`config.mk`:
```
export PLATFORM = sky130hd
export DESIGN_NAME = lbs_front
export DESIGN_NICKNAME = d
export VERILOG_FILES = /design/src/hw/rtl/lbs_pkg.sv /design/src/hw/rtl/lbs_front.sv
export SDC_FILE = /design/constraint.sdc
export NUM_CORES = 1
export LEC_CHECK = 0
export BUFFER_PORTS_ARGS = -buffer_cell sky130_fd_sc_hd__buf_2
export CAP_MARGIN = 10
export CORE_MARGIN = 5
export CORE_UTILIZATION = 27
export DETAILED_ROUTE_END_ITERATION = 7
export PLACE_DENSITY = 0.92
export SKIP_LAST_GASP = 1
export SYNTH_ARGS = -nofsm -noshare
export SYNTH_HDL_FRONTEND = slang
export SYNTH_SLANG_ARGS = --single-unit
```
`constraint.sdc`:
```
create_clock -name vclk -period 0.8
set_input_delay 0.08 -clock vclk [all_inputs]
set_output_delay 0.08 -clock vclk [all_outputs]
set_load 0.02 [all_outputs]
```
`src/hw/rtl/lbs_pkg.sv`:
```
// shared types and constants for the leftmost binary search core
// no dependencies
`default_nettype none

package lbs_pkg;

	localparam int INDEX_W   = 10;
	localparam int KEY_IN_W  = 32;
	localparam int COUNT_W   = 11;
	localparam int CFG_IDX_W = 2;

	localparam int QUEUE_DEPTH = 2;
	localparam int QPTR_W      = $clog2(QUEUE_DEPTH);
	localparam int QCNT_W      = $clog2(QUEUE_DEPTH + 1);

	// input kind codes
	localparam logic KIND_WRITE  = 1'b0;
	localparam logic KIND_SEARCH = 1'b1;

	// configuration register indexes
	localparam logic [CFG_IDX_W-1:0] CFG_ENTRY_COUNT    = 2'd0;
	localparam logic [CFG_IDX_W-1:0] CFG_COMPARE_SIGNED = 2'd1;

	typedef enum logic {
		OP_WRITE,
		OP_SEARCH
	} op_t;

	// one classified item as it sits in the queue
	typedef struct packed {
		op_t                 op;
		logic [INDEX_W-1:0]  entry_index;
		logic [KEY_IN_W-1:0] data;
	} item_t;

	typedef struct packed {
		logic [COUNT_W-1:0] entry_count;
		logic               compare_signed;
	} cfg_t;

endpackage

`default_nettype wire

```
`src/hw/rtl/lbs_front.sv`:
```
// front end: takes commands, drops writes outside the table, classifies the rest
// depends on lbs_pkg
`default_nettype none

module lbs_front import lbs_pkg::*; #(
	parameter int TABLE_DEPTH = 1024
) (
	input  wire logic                start,
	input  wire logic                q_full,
	input  wire logic                kind,
	input  wire logic [INDEX_W-1:0]  entry_index,
	input  wire logic [KEY_IN_W-1:0] entry_value,
	input  wire logic [KEY_IN_W-1:0] search_key,
	output      logic                busy,
	output      logic                push,
	output      item_t               push_item
);

	localparam int CMP_W = ($clog2(TABLE_DEPTH + 1) > INDEX_W + 1) ?
		$clog2(TABLE_DEPTH + 1) : INDEX_W + 1;
	localparam logic [CMP_W-1:0] DEPTH_C = CMP_W'(TABLE_DEPTH);

	logic accept;
	logic in_range;

	assign busy     = q_full;
	assign accept   = start && !q_full;
	assign in_range = CMP_W'(entry_index) < DEPTH_C;

	always_comb begin
		push_item.entry_index = entry_index;
		if (kind == KIND_SEARCH) begin
			push_item.op   = OP_SEARCH;
			push_item.data = search_key;
			push           = accept;
		end else begin
			push_item.op   = OP_WRITE;
			push_item.data = entry_value;
			// out of range writes are dropped here
			push           = accept && in_range;
		end
	end

endmodule

`default_nettype wire

```
==> impl_metrics.ini <==
[grt]
grt_pass1_wl_um = 3640
first_global_vias = 819
grt_use_total = 0.132
antenna_found_initial = 0
grt_max_degree = 9
grt-ovfl-total = 0

[floorplan]
pin_count = 122
die_y_um = 58.7
rows = 17
dieArea_um2 = 3450
start_util = 0.287
fp.coreArea_um2 = 2230
die_x_um = 58.7

[critical_path]
slowest_delay_ns = 0.30
path_delay_family = buffers and inverters
arrival_ns = 0.79
worst-path-buf-inv = 3
crit_chain = buf_12 > buf_16 > mux2_4 > buf_6
crit_type = input pin to primary output
cp_slowest_cell = mux2_4
cp_max_fo = 8
start_kind = input pin
end_kind = primary output
worstPathRequired_ns = 0.72

[logic_synthesis]
synth_nets = 126
synth_mux_area_frac = 0.738
yosys.area.top_type_share = 0.703
synth_top_family_by_area = multiplexers
syn_area_um2 = 641
yosysTopAreaCell = mux2_4
yosys_warnings = 0
yosys.area_share.simple = 0.00977
synth_fa_ha_area_frac = 0
synthXorXnorAreaFrac = 0
synth_compound_area_frac = 0
ys_types = 6
synthTopCellsByArea = mux2_4 70%, buf_4 14%, buf_12 9.4%, mux2_2 3.5%, buf_6 1.8%
yosysSeqAreaShare = 0
avgSynthCellArea_um2 = 13.1
syn-instance-count = 49

[timing]
timing.hold.ws_ns = 0.160
setup_slack_ns = -0.0689
tightestPinTransition_ns = 0.109
drv_slew = 0
hold_viol = 0
finalSetupViolCount = 32
min_period_ns = 0.869
max_freq_ghz = 1.15
period_share = 1.09
rsz0062_at_grt = yes
relSlewSlack = 0.928

[job]
drv_cap = 0

[finish]
layout-drive-gt1-share = 0.993
antennaDiodeCount = 0
final_net_count = 219
finish.utilization = 0.613
ff_latch_area_um2 = 0
final_cell_count_no_fill = 168
seq_cell_count = 0
clkbuf_count = 0
layout_common_cells = 69 x buf_2, 32 x mux2_4, 32 x buf_6
final_common_cell = buf_2
synthToLayoutAreaGrowth_pct = 114
fillers = 182

[pwr]
leakage_nw = 0.797
ir_worst_vdd_mv = 0.411
powerDensity_nw_per_um2 = 728

[drt]
vias = 728
wl_per_cell_um = 15.5
firstDrtPassIters = 4
postRouteAntennaNets = 0
drc = 0
vias_per_cell = 4.33
drt_iter0_markers = 17
drt_wl_total_um = 2610

[run_status]
violations = negative setup slack
status = complete, but fails checks

[placed_design]
pre_cts_ws_ns = -0.181
dp_hpwl_um = 2070
portBuffers = 102
routabilityCongestion = 0.613
placed_cells_incl_taps = 165

[clock_network]
cts_setup_buffers = 0

[worst_hold_path]
min_path_type = input pin to primary output
worstHoldStart = entry_index[0]
whs_path_depth = 0
whs_endpoint = push_item[32]
==> what timing repair did <==
action | in CTS | in global routing
endpoints found under the setup margin | 32 | 32
pin swaps | 0 | 0
cloned | 3 | 0
resized for setup | 73 | 0
hold buffers | 0 | 0
==> cell usage after synthesis (all sizes together) <==
library cell / instances
nor2b: 1
buf: 16
mux2: 32
==> metrics by stage <==
stage	power, mW	TNS [ns]	area (um2)
global route	1.05	-2.24	1370
finish	0.998	-1.93	1370
floorplan	0.557	0	641
detailed placement	0.756	-4.74	1060
global placement	0.744	-4.54	1060
CTS	1.00	-2.02	1370
==> worst max path at each step <==
stage	startpoint	end	slack, ns	cells after the start
after floorplan	kind	push_item[0]	0.05	3
final	kind	push_item[11]	-0.07	4
after global placement	kind	push_item[31]	-0.17	4
after detailed placement	kind	push_item[31]	-0.18	4
after CTS	kind	push_item[18]	-0.07	4
after global routing	kind	push_item[11]	-0.08	4
==> layer usage <==
metal  GRT usage  wire (um)
met3      0.0417        398
met4     0.00324          4
met5           0          0
met1       0.117        744
met2       0.293       1460
==> report_power, final <==
| group | internal [mW] | switching [mW] |
|---|---|---|
| clock | 0 | 0 |
| sequential | 0 | 0 |
| combinational | 0.607 | 0.390 |
==> cell families (layout without fill, tap and decap cells) <==
kind of cell           after synthesis  after routing
multiplexers                        32             32
buffers and inverters               16            107
AND/OR/NAND/NOR                      1              1
==> layout make-up <==
cell class | instances | area (um2) | area share
multi-input cells | 33 | 487 | 0.355
well taps | 28 | 35.0 | 0.0256
repair buffers | 107 | 848 | 0.619
Note: power is estimated with default switching activity, not from simulation.
