--- src/hw/rtl/lbs_pkg.sv ---
// shared types and constants for the leftmost binary search core
// no dependencies
`default_nettype none

package lbs_pkg;

	localparam int INDEX_W   = 10;
	localparam int KEY_IN_W  = 32;
	localparam int COUNT_W   = 11;
	localparam int CFG_IDX_W = 2;

	localparam int QUEUE_DEPTH = 2;
	localparam int QPTR_W      = $clog2(QUEUE_DEPTH);
	localparam int QCNT_W      = $clog2(QUEUE_DEPTH + 1);

	// input kind codes
	localparam logic KIND_WRITE  = 1'b0;
	localparam logic KIND_SEARCH = 1'b1;

	// configuration register indexes
	localparam logic [CFG_IDX_W-1:0] CFG_ENTRY_COUNT    = 2'd0;
	localparam logic [CFG_IDX_W-1:0] CFG_COMPARE_SIGNED = 2'd1;

	typedef enum logic {
		OP_WRITE,
		OP_SEARCH
	} op_t;

	// one classified item as it sits in the queue
	typedef struct packed {
		op_t                 op;
		logic [INDEX_W-1:0]  entry_index;
		logic [KEY_IN_W-1:0] data;
	} item_t;

	typedef struct packed {
		logic [COUNT_W-1:0] entry_count;
		logic               compare_signed;
	} cfg_t;

endpackage

`default_nettype wire

--- src/hw/rtl/lbs_queue.sv ---
// small queue between front and back end
// depends on lbs_pkg
`default_nettype none

module lbs_queue import lbs_pkg::*; (
	input  wire logic  clk,
	input  wire logic  arst_n,
	input  wire logic  push,
	input  wire item_t push_item,
	input  wire logic  pop,
	output      item_t head,
	output      logic  full,
	output      logic  empty
);

	item_t             slot_q [QUEUE_DEPTH];
	logic [QPTR_W-1:0] wr_ptr_q;
	logic [QPTR_W-1:0] rd_ptr_q;
	logic [QCNT_W-1:0] count_q;

	assign full  = count_q == QCNT_W'(QUEUE_DEPTH);
	assign empty = count_q == '0;
	assign head  = slot_q[rd_ptr_q];

	always_ff @(posedge clk or negedge arst_n) begin
		if (!arst_n) begin
			wr_ptr_q <= '0;
			rd_ptr_q <= '0;
			count_q  <= '0;
		end else begin
			if (push)
				wr_ptr_q <= wr_ptr_q + 1'b1;
			if (pop)
				rd_ptr_q <= rd_ptr_q + 1'b1;
			if (push && !pop)
				count_q <= count_q + 1'b1;
			else if (pop && !push)
				count_q <= count_q - 1'b1;
		end
	end

	always_ff @(posedge clk) begin
		if (push)
			slot_q[wr_ptr_q] <= push_item;
	end

	a_count_bound: assert property (@(posedge clk) disable iff (!arst_n)
		count_q <= QCNT_W'(QUEUE_DEPTH))
		else $error("queue count above depth");

	a_pop_nonempty: assert property (@(posedge clk) disable iff (!arst_n)
		pop |-> !empty)
		else $error("pop from empty queue");

	a_push_grows: assert property (@(posedge clk) disable iff (!arst_n)
		push && !pop |=> count_q == $past(count_q) + 1'b1)
		else $error("push did not grow queue");

endmodule

`default_nettype wire

--- config.mk ---
export PLATFORM = sky130hd
export DESIGN_NAME = lbs_queue
export DESIGN_NICKNAME = d
export VERILOG_FILES = /design/src/hw/rtl/lbs_pkg.sv /design/src/hw/rtl/lbs_queue.sv
export SDC_FILE = /design/constraint.sdc
export NUM_CORES = 1
export LEC_CHECK = 0
export BUFFER_PORTS_ARGS = -buffer_cell sky130_fd_sc_hd__buf_2
export CAP_MARGIN = 40
export CORE_MARGIN = 8
export CORE_UTILIZATION = 51
export DETAILED_ROUTE_END_ITERATION = 7
export GPL_TIMING_DRIVEN = 0
export PLACE_DENSITY_LB_ADDON = 0.3
export SLEW_MARGIN = 40
export SYNTH_ARGS = -nofsm -noshare
export SYNTH_HDL_FRONTEND = slang
export SYNTH_SLANG_ARGS = --single-unit
--- constraint.sdc ---
create_clock -name clk -period 4.39 [get_ports clk]
set_input_delay 0.6585 -clock clk [delete_from_list [all_inputs] [get_ports clk]]
set_output_delay 0.6585 -clock clk [all_outputs]
set_load 0.01 [all_outputs]
==> impl_metrics.csv, run 1 <==
group,metric,value,unit
cts,htree_num_levels,3,
yosys,synth_nets,198,
pwr,ir_drop,0.000309,V
cts,clockRootBuffer,"clkbuf_8",
route,vias,1681,
grt,grt_pass1_vias,1883,
timing,fin_crit,2150,ps
yosys,yosysWarnings,0,
cells_and_area,diodes,0,
setup_path,max_stage_delay,380,ps
cts,holdBufCountCts,0,
yosys,synth_area,3490,um^2
floorplan,fp-row-count,30,
grt,grt_usage,13.2,%
floorplan,initial_core_util,52.0,%
setup_path,reg2reg_from,"wr_ptr_q",
route,viasPerCell,4.94,
timing,hold_viol,0,
pwr,power_per_cell_area,628,nW/um^2
timing,rsz0062_at_grt,"false",
cts,clkTransAtPathRegs,90,ps
route,first_pass_iters,5,
route,drt_iter0_markers,72,
setup_path,critPathMaxFanout,10,
timing,skew,13.1,ps
setup_path,worstPathRequired,3730,ps
job,maxCapViolCount,0,
cts,cts_sinks,90,
outcome,outcome,"finished, final reports clean",
floorplan,die_width,98.7,um
cts,clock_path_buffers,2,
floorplan,fp.dieH,98.7,um
cells_and_area,syn_to_final_growth,23.7,%
setup_path,crit_path_cell_trace,"buf_6, buf_12, mux2_4, buf_2",
yosys,yosysUniqueCellTypes,13,
cells_and_area,nets,303,
min_path,hold_path.class,"input port to async pin",
grt,gr-total-overflow,0,
placement,place.gp.congestion,0.722,
placement,port_buffers,91,
route,drtAntennaViolNets,0,
placement,place_worst_setup_slack,2590,ps
setup_path,cp_slowest_cell,"dfrtp_1",
grt,grt_antenna_before_repair,0,
timing,setup_viol,0,
setup_path,start_kind,"register",
grt,grt_max_degree,28,
yosys,yosysSeqAreaShare,76.8,%
timing,layout_setup_ws,2240,ps
floorplan,core-area,6720,um^2
setup_path,arrival,1490,ps
yosys,yosys_register_bits,90,
grt,grt_pass1_wl,9.61,mm
route,drt_wl_total,6.08,mm
cts,clock_latency,350,ps
setup_path,r2r-end,"slot_q[0][31]",
cts,cts_made_buffers,9,
cells_and_area,drive_above_1_share,60.8,%
timing,slew_violations,0,
timing,min_period_over_period,49.0,%
yosys,syn_inst,150,
floorplan,dieArea,9750,um^2
cts,post_cts_buffers,0,
setup_path,end_kind,"output port",
cts,cts_tree,"done",
pwr,power_leakage,1.77,nW
setup_path,rr_worst_depth,2,
floorplan,num_io_pins,92,
timing,worst_slew_pin_slew,514,ps
timing,fmax,465,MHz
timing,finalSetupTns,0,ps
setup_path,crit_type,"register to output port",
cts,cts_resized,0,
timing,slew-limit-headroom,65.7,%
yosys,synth.avg_cell_area,23.3,um^2
placement,hpwl,4.28,mm
setup_path,worst-r2r-setup-slack,2970,ps
route,drt-wirelength-per-cell,17.9,um
route,drc_errors,0,
[how the worst max path moves through the flow]
stage,from,endpoint,slack [ps],cells past startpoint
3_5_place_dp,push,slot_q[0][26],2590,3
2_1_floorplan,push,slot_q[0][0],1370,1
3_3_place_gp,push,slot_q[0][38],110,2
6_report,rd_ptr_q,head[26],2240,4
4_1_cts,rd_ptr_q,head[13],2220,4
5_1_grt,rd_ptr_q,head[41],2170,4
[sequential cells by signal, summed over array words and instances (netlist names)]
| register | count |
|---|---|
| wr_ptr_q | 1 |
| count_q | 2 |
| rd_ptr_q | 1 |
| slot_q | 86 |
[worst max-delay path: cells and delay by family, from the launching register on]
kind     cells  cell delay [ps]
flops        1              380
mux          1              290
buf+inv      3              460
[stage by stage]
| stage | cell area (um^2) | hold WS (ps) | cells | utilization (%) | power, mW |
|---|---|---|---|---|---|
| finish | 4320 | 92.8 | 340 | 64.3 | 2.71 |
| global route | 4320 | 68.6 | 340 | 64.3 | 2.85 |
| CTS | 4320 | 81.9 | 340 | 64.3 | 2.75 |
| detailed placement | 4130 | 467 | 324 | 61.5 | 2.22 |
| global placement | 4050 | 464 | 321 | 60.2 | 2.16 |
| floorplan | 3490 | 363 | 150 | - | 1.88 |
[area by class of cell]
class	count	area, um^2
inverters	1	3.75
plain buffers	5	91.3
clock inverters	5	55.1
well taps	80	100
multi-input cells	54	723
repair buffers	94	531
clock buffers	11	131
fillers	486	2400
flip-flops and latches	90	2680
[cells in the mapped netlist (all sizes together)]
master	number	area share (%)
buf	5	2.6
dfrtp	4	2.9
xor2	4	1.0
xnor2	1	0.25
and2	1	0.18
nor2	2	0.22
nor2b	2	0.36
edfxtp	86	74
ha	1	0.36
inv	1	0.11
mux2	43	18
[per-layer routing]
metal	share of wire [%]	track usage, %	routed length (um)
met5	0	0	0
met4	1.3	6.02	80
met3	5.7	5.07	349
met2	53	23.2	3230
met1	40	13.5	2430
[power by group]
| group | internal (mW) | switching [mW] | leakage (nW) |
|---|---|---|---|
| logic | 0.538 | 0.442 | 0.824 |
| registers | 1.14 | 0.0552 | 0.854 |
| clock network | 0.262 | 0.275 | 0.0893 |
| total | 1.94 | 0.772 | 1.77 |
[cells by family after synthesis]
| group | count (synthesis) | share of synthesized area (%) |
|---|---|---|
| AND/OR/NAND/NOR | 5 | 0.753 |
| XOR/XNOR | 5 | 1.25 |
| adder cells (fa/ha/maj) | 1 | 0.358 |
| buffers and inverters | 6 | 2.72 |
| multiplexers | 43 | 18.1 |
| flip-flops | 90 | 76.8 |
[cells in the final DEF, fill, tap and decap left out]
cell and instances:
clkinv_2 2, and2_4 1, bufinv_16 1, clkbuf_8 9, buf_12 5, buf_6 1
nor2b_4 1, xor2_1 4, mux2_4 39, inv_1 1, clkinvlp_4 2, ha_1 1
xnor2_1 1, clkbuf_1 2, nor2b_1 1, buf_2 91, edfxtp_1 86, mux2_2 4
dfrtp_1 4, nor2_1 2, buf_16 2
(Power assumes the default switching activity.)
==> inputs of run 2 (changes only) <==
==> constraint.sdc (replaced) <==
create_clock -name clk -period 2.17 [get_ports clk]
set_input_delay 0.3255 -clock clk [delete_from_list [all_inputs] [get_ports clk]]
set_output_delay 0.3255 -clock clk [all_outputs]
set_load 0.01 [all_outputs]
==> run 2 against run 1 <==
Global-route usage down 0.25 points. Critical path type unchanged. Critical path depth unchanged. Power up 100%. Largest cell class unchanged. Worst hold slack better by 81 ps.
==> impl_metrics.csv, run 2 (synthesis results as in run 1) <==
group,metric,value,unit
cells_and_area,syn_to_final_growth,23.3,%
timing,worst_slew_pin_slew,561,ps
cts,clkTransAtPathRegs,80,ps
grt,grt_max_degree,25,
floorplan,dieArea,9750,um^2
setup_path,worst-path-stages,4,
timing,fin_crit,1790,ps
cells_and_area,stdcell_area,4300,um^2
timing,hold_viol,0,
setup_path,cp_top_family,"buffers and inverters",
cells_and_area,instances_no_fill,340,
cts,clock_latency,330,ps
timing,slew-limit-headroom,62.5,%
pwr,power_per_cell_area,1260,nW/um^2
grt,grt_pass1_wl,9.67,mm
route,drc_errors,0,
setup_path,start_kind,"register",
floorplan,initial_core_util,52.0,%
setup_path,path_buf_inv,3,
cells_and_area,diodes,0,
cts,htree_num_levels,3,
cells_and_area,final_cell_mix,"buf_2, edfxtp_1, mux2_4",
route,drt_wl_total,6.04,mm
min_path,hold_path.class,"input port to register",
cells_and_area,regMostFlops,"slot_q",
timing,min_period_over_period,82.3,%
setup_path,worst-r2r-setup-slack,720,ps
timing,setup_viol,0,
route,first_pass_iters,4,
cells_and_area,n_fill_cell,484,
timing,finalSetupTns,0,ps
placement,place_area,4120,um^2
setup_path,max_stage_delay,370,ps
pwr,power_leakage,1.77,nW
floorplan,num_io_pins,92,
placement,port_buffers,91,
timing,slew_violations,0,
floorplan,fp.dieH,98.7,um
setup_path,crit_path_cell_trace,"buf_6, buf_12, mux2_4, buf_2",
outcome,outcome,"finished, final reports clean",
cts,cts_resized,0,
cts,clockRootBuffer,"clkbuf_8",
cts,cts_made_buffers,9,
setup_path,crit_type,"register to output port",
cts,clock_path_buffers,2,
cells_and_area,reg_top3,"slot_q x86, count_q x2",
placement,hpwl,4.36,mm
min_path,hold_path_depth,1,
pwr,ir_drop,0.000928,V
grt,gr-total-overflow,0,
route,vias,1703,
cells_and_area,drive_above_1_share,60.0,%
cells_and_area,final_util,64.1,%
setup_path,cp_slowest_cell,"dfrtp_1",
timing,rsz0062_at_grt,"false",
setup_path,worstPathRequired,1840,ps
setup_path,critPathMaxFanout,10,
cells_and_area,mostFrequentLayoutCell,"buf_2",
cts,post_cts_buffers,0,
floorplan,fp-row-count,30,
timing,fmax,560,MHz
floorplan,die_width,98.7,um
grt,grt_antenna_before_repair,0,
job,maxCapViolCount,0,
setup_path,rr_worst_depth,2,
grt,grt_usage,12.9,%
setup_path,end_kind,"output port",
route,viasPerCell,5.01,
route,drt_iter0_markers,63,
timing,skew,9.47,ps
route,drtAntennaViolNets,0,
cts,cts_tree,"done",
placement,placed_cells,324,
cts,cts_sinks,90,
setup_path,arrival,1460,ps
placement,place.gp.congestion,0.671,
route,drt-wirelength-per-cell,17.8,um
cells_and_area,nets,304,
grt,grt_pass1_vias,1925,
cts,holdBufCountCts,1,
floorplan,core-area,6720,um^2
cells_and_area,largest_register_ffs,86,
## run 2: changes by cell type in the layout (fill, tap and decap cells not counted)
| cell | previous run | this run |
|---|---|---|
| clkinvlp_4 | 2 | 0 |
| buf_8 | 0 | 1 |
| dlygate4sd3_1 | 0 | 1 |
| clkinv_1 | 0 | 1 |
| buf_16 | 2 | 1 |
## run 2: through the flow
step                      total power, mW  worst slack (ps)  hold WS, ps
after floorplan                      3.80               219         29.9
after global placement               4.38              -528          133
after detailed placement             4.48               635          136
after CTS                            5.52               348          156
after global routing                 5.71               305          150
final                                5.43               384          174
## run 2: routing by layer
metal / track usage, % / wire, um / up-vias
met5: 0 / 0 / -
met4: 7.20 / 159 / 0
met2: 22.2 / 3220 / 56
li1: - / - / 795
met1: 13.7 / 2320 / 838
met3: 4.37 / 335 / 14
## run 2: where the power goes
group / leakage (nW) / internal, mW / switching (mW)
combinational: 0.823 / 1.08 / 0.897
sequential: 0.854 / 2.31 / 0.108
clock: 0.0906 / 0.520 / 0.519
## run 2: worst paths after layout
path | end | startpoint
max | head[19] | rd_ptr_q
min | slot_q[0][7] | push_item[7]
max reg2reg | slot_q[0][8] | wr_ptr_q
min reg2reg | count_q[1] | count_q[1]
max in group asynchronous | wr_ptr_q | arst_n
min in group asynchronous | count_q[0] | arst_n
## run 2: area by class of cell
| class | instances | area [um^2] | share of cell area [%] |
|---|---|---|---|
| timing repair buffer | 95 | 528 | 12.3 |
| sequential | 90 | 2680 | 62.3 |
| tap | 80 | 100 | 2.33 |
| clock buffer | 11 | 131 | 3.05 |
| buffer | 5 | 91.3 | 2.12 |
| inverter | 1 | 3.75 | 0.0872 |
| multi-input combinational | 54 | 723 | 16.8 |
| clock inverter | 4 | 43.8 | 1.02 |
## run 2: worst reg2reg max path, cell delays in order, from the launching register on
cell and delay (ps):
dfrtp_1 430, nor2b_4 490, buf_8 240
==> inputs of run 3 (changes only) <==
--- a/config.mk
+++ b/config.mk
@@ -8,7 +8,7 @@
 export BUFFER_PORTS_ARGS = -buffer_cell sky130_fd_sc_hd__buf_2
 export CAP_MARGIN = 40
 export CORE_MARGIN = 8
-export CORE_UTILIZATION = 51
+export CORE_UTILIZATION = 47
 export DETAILED_ROUTE_END_ITERATION = 7
 export GPL_TIMING_DRIVEN = 0
 export PLACE_DENSITY_LB_ADDON = 0.3
==> constraint.sdc (replaced) <==
create_clock -name clk -period 1.6 [get_ports clk]
set_input_delay 0.24 -clock clk [delete_from_list [all_inputs] [get_ports clk]]
set_output_delay 0.24 -clock clk [all_outputs]
set_load 0.01 [all_outputs]
==> run 3 against run 2 <==
The run now ends with setup timing left. Worst hold slack got worse by 95 ps. Critical path depth did not move. Via count rose by 0.70%. Cell count rose by 6.8%. Wire length rose by 2.8%. First-iteration DRC count fell by 25%. Sequential power rose by 36%. Sequential share of layout area fell by 4.2 points. Highest routed layer unchanged.
==> impl_metrics.csv, run 3 (synthesis results as in run 1) <==
group,metric,value,unit
floorplan,initial_core_util,48.4,%
placement,placed_cells,342,
cts,cts_sinks,90,
setup_path,r2r-end,"slot_q[0][26]",
cells_and_area,n_fill_cell,524,
cts,cts_made_buffers,9,
grt,gr-total-overflow,0,
route,drt_wl_total,6.21,mm
outcome,violations,"setup timing",
setup_path,rr_worst_depth,2,
cells_and_area,regMostFlops,"slot_q",
grt,grt_antenna_before_repair,0,
placement,place.gp.congestion,0.646,
placement,place_worst_setup_slack,199,ps
cts,clock_latency,340,ps
min_path,hold_path.class,"input port to register",
timing,rsz0062_at_grt,"true",
timing,fmax,582,MHz
timing,layout_setup_ws,-119,ps
floorplan,dieArea,10400,um^2
grt,grt_pass1_vias,1835,
timing,worst_slew_pin_slew,590,ps
setup_path,start_kind,"register",
placement,hpwl,4.32,mm
placement,place_area,4120,um^2
setup_path,crit_type,"register to output port",
cells_and_area,final_cell_mix,"edfxtp_1, buf_2, mux2_4",
setup_path,reg2reg_from,"wr_ptr_q",
timing,finalSetupTns,-4280,ps
setup_path,critPathMaxFanout,10,
job,maxCapViolCount,0,
floorplan,fp-row-count,31,
pwr,p_total,8.10,mW
cells_and_area,multiInputGateArea,734,um^2
min_path,min-delay-start,"push_item[32]",
setup_path,end_kind,"output port",
cts,clkTransAtPathRegs,90,ps
route,drt_iter0_markers,47,
pwr,power_leakage,1.87,nW
floorplan,num_io_pins,92,
setup_path,worstPathRequired,1360,ps
route,drt-wirelength-per-cell,17.1,um
pwr,ir_drop,0.00108,V
cts,clockRootBuffer,"clkbuf_8",
route,first_pass_iters,4,
timing,skew,5.40,ps
floorplan,fp.dieH,102,um
outcome,outcome,"finished, violations left",
grt,grt_max_degree,44,
pwr,power_per_cell_area,1760,nW/um^2
grt,grt_usage,12.0,%
cells_and_area,diodes,0,
timing,setup_viol,43,
route,drc_errors,0,
timing,slew-limit-headroom,60.6,%
route,viasPerCell,4.72,
min_path,hold_end,"slot_q[1][32]",
floorplan,core-area,7210,um^2
min_path,hold_path_depth,1,
cells_and_area,stdcell_area,4620,um^2
cells_and_area,reg_top3,"slot_q x86, count_q x2",
cts,clock_path_buffers,2,
cells_and_area,final_util,64.0,%
cells_and_area,seq_area,2680,um^2
cts,cts_tree,"done",
cts,htree_num_levels,3,
cells_and_area,drive_above_1_share,61.4,%
route,vias,1715,
timing,fin_crit,1720,ps
floorplan,die_width,102,um
cells_and_area,nets,307,
setup_path,worst-r2r-setup-slack,210,ps
cells_and_area,mostFrequentLayoutCell,"edfxtp_1",
timing,hold_slack,79.5,ps
setup_path,arrival,1480,ps
route,drtAntennaViolNets,0,
cells_and_area,instances_no_fill,363,
placement,port_buffers,91,
cells_and_area,syn_to_final_growth,32.2,%
grt,grt_pass1_wl,9.18,mm
timing,hold_viol,0,
timing,slew_violations,0,
timing,min_period_over_period,107,%
cells_and_area,largest_register_ffs,86,
[run 3: cell count changes in the layout (fill, tap and decap cells not counted), moves of 3 or more]
| cell | before | now |
|---|---|---|
| buf_2 | 91 | 52 |
| buf_6 | 1 | 39 |
| buf_4 | 0 | 4 |
| clkinvlp_4 | 0 | 3 |
| mux2_2 | 4 | 1 |
| mux2_4 | 39 | 42 |
[run 3: worst max path at each step]
stage,cells after the start,slack [ps],from,endpoint
after floorplan,1,120,wr_ptr_q,slot_q[0][0]
after global placement,1,-230,wr_ptr_q,slot_q[0][29]
after detailed placement,2,200,wr_ptr_q,slot_q[0][10]
after CTS,4,-150,rd_ptr_q,head[39]
after global routing,4,-180,rd_ptr_q,head[18]
final,4,-120,rd_ptr_q,head[18]
[run 3: layout make-up]
type / instances / area share (%)
buffer: 5 / 2.06
clock buffer: 10 / 2.76
clock inverter: 6 / 1.44
inverter: 1 / 0.0813
multi-input combinational: 54 / 15.9
sequential: 90 / 58.1
tap: 99 / 2.68
timing repair buffer: 98 / 16.9
[run 3: critical path, stage by stage (launching register included)]
cell     delay (ps)
dfrtp_1         390
buf_8           150
buf_12          150
mux2_4          300
buf_2           140
[run 3: repair_timing]
item / in CTS / in global routing
setup buffers: 0 / 4
hold buffers: 1 / 0
endpoints found under the setup margin: 43 / 43
gates resized for setup: 0 / 45
hold endpoints to repair: 4 / 0
[run 3: layer usage]
| layer | vias to the layer above | global-route usage, % | share of wire [%] |
|---|---|---|---|
| met4 | 0 | 5.42 | 1.2 |
| met2 | 58 | 20.7 | 54 |
| li1 | 801 | - | - |
| met3 | 7 | 4.77 | 7.5 |
| met5 | - | 0 | 0 |
| met1 | 849 | 12.5 | 37 |
[run 3: power by group]
group / total (mW) / internal (mW) / switching [mW]
Sequential: 3.28 / 3.13 / 0.146
Clock: 1.50 / 0.725 / 0.771
Combinational: 3.33 / 1.98 / 1.34
Total: 8.10 / 5.84 / 2.26
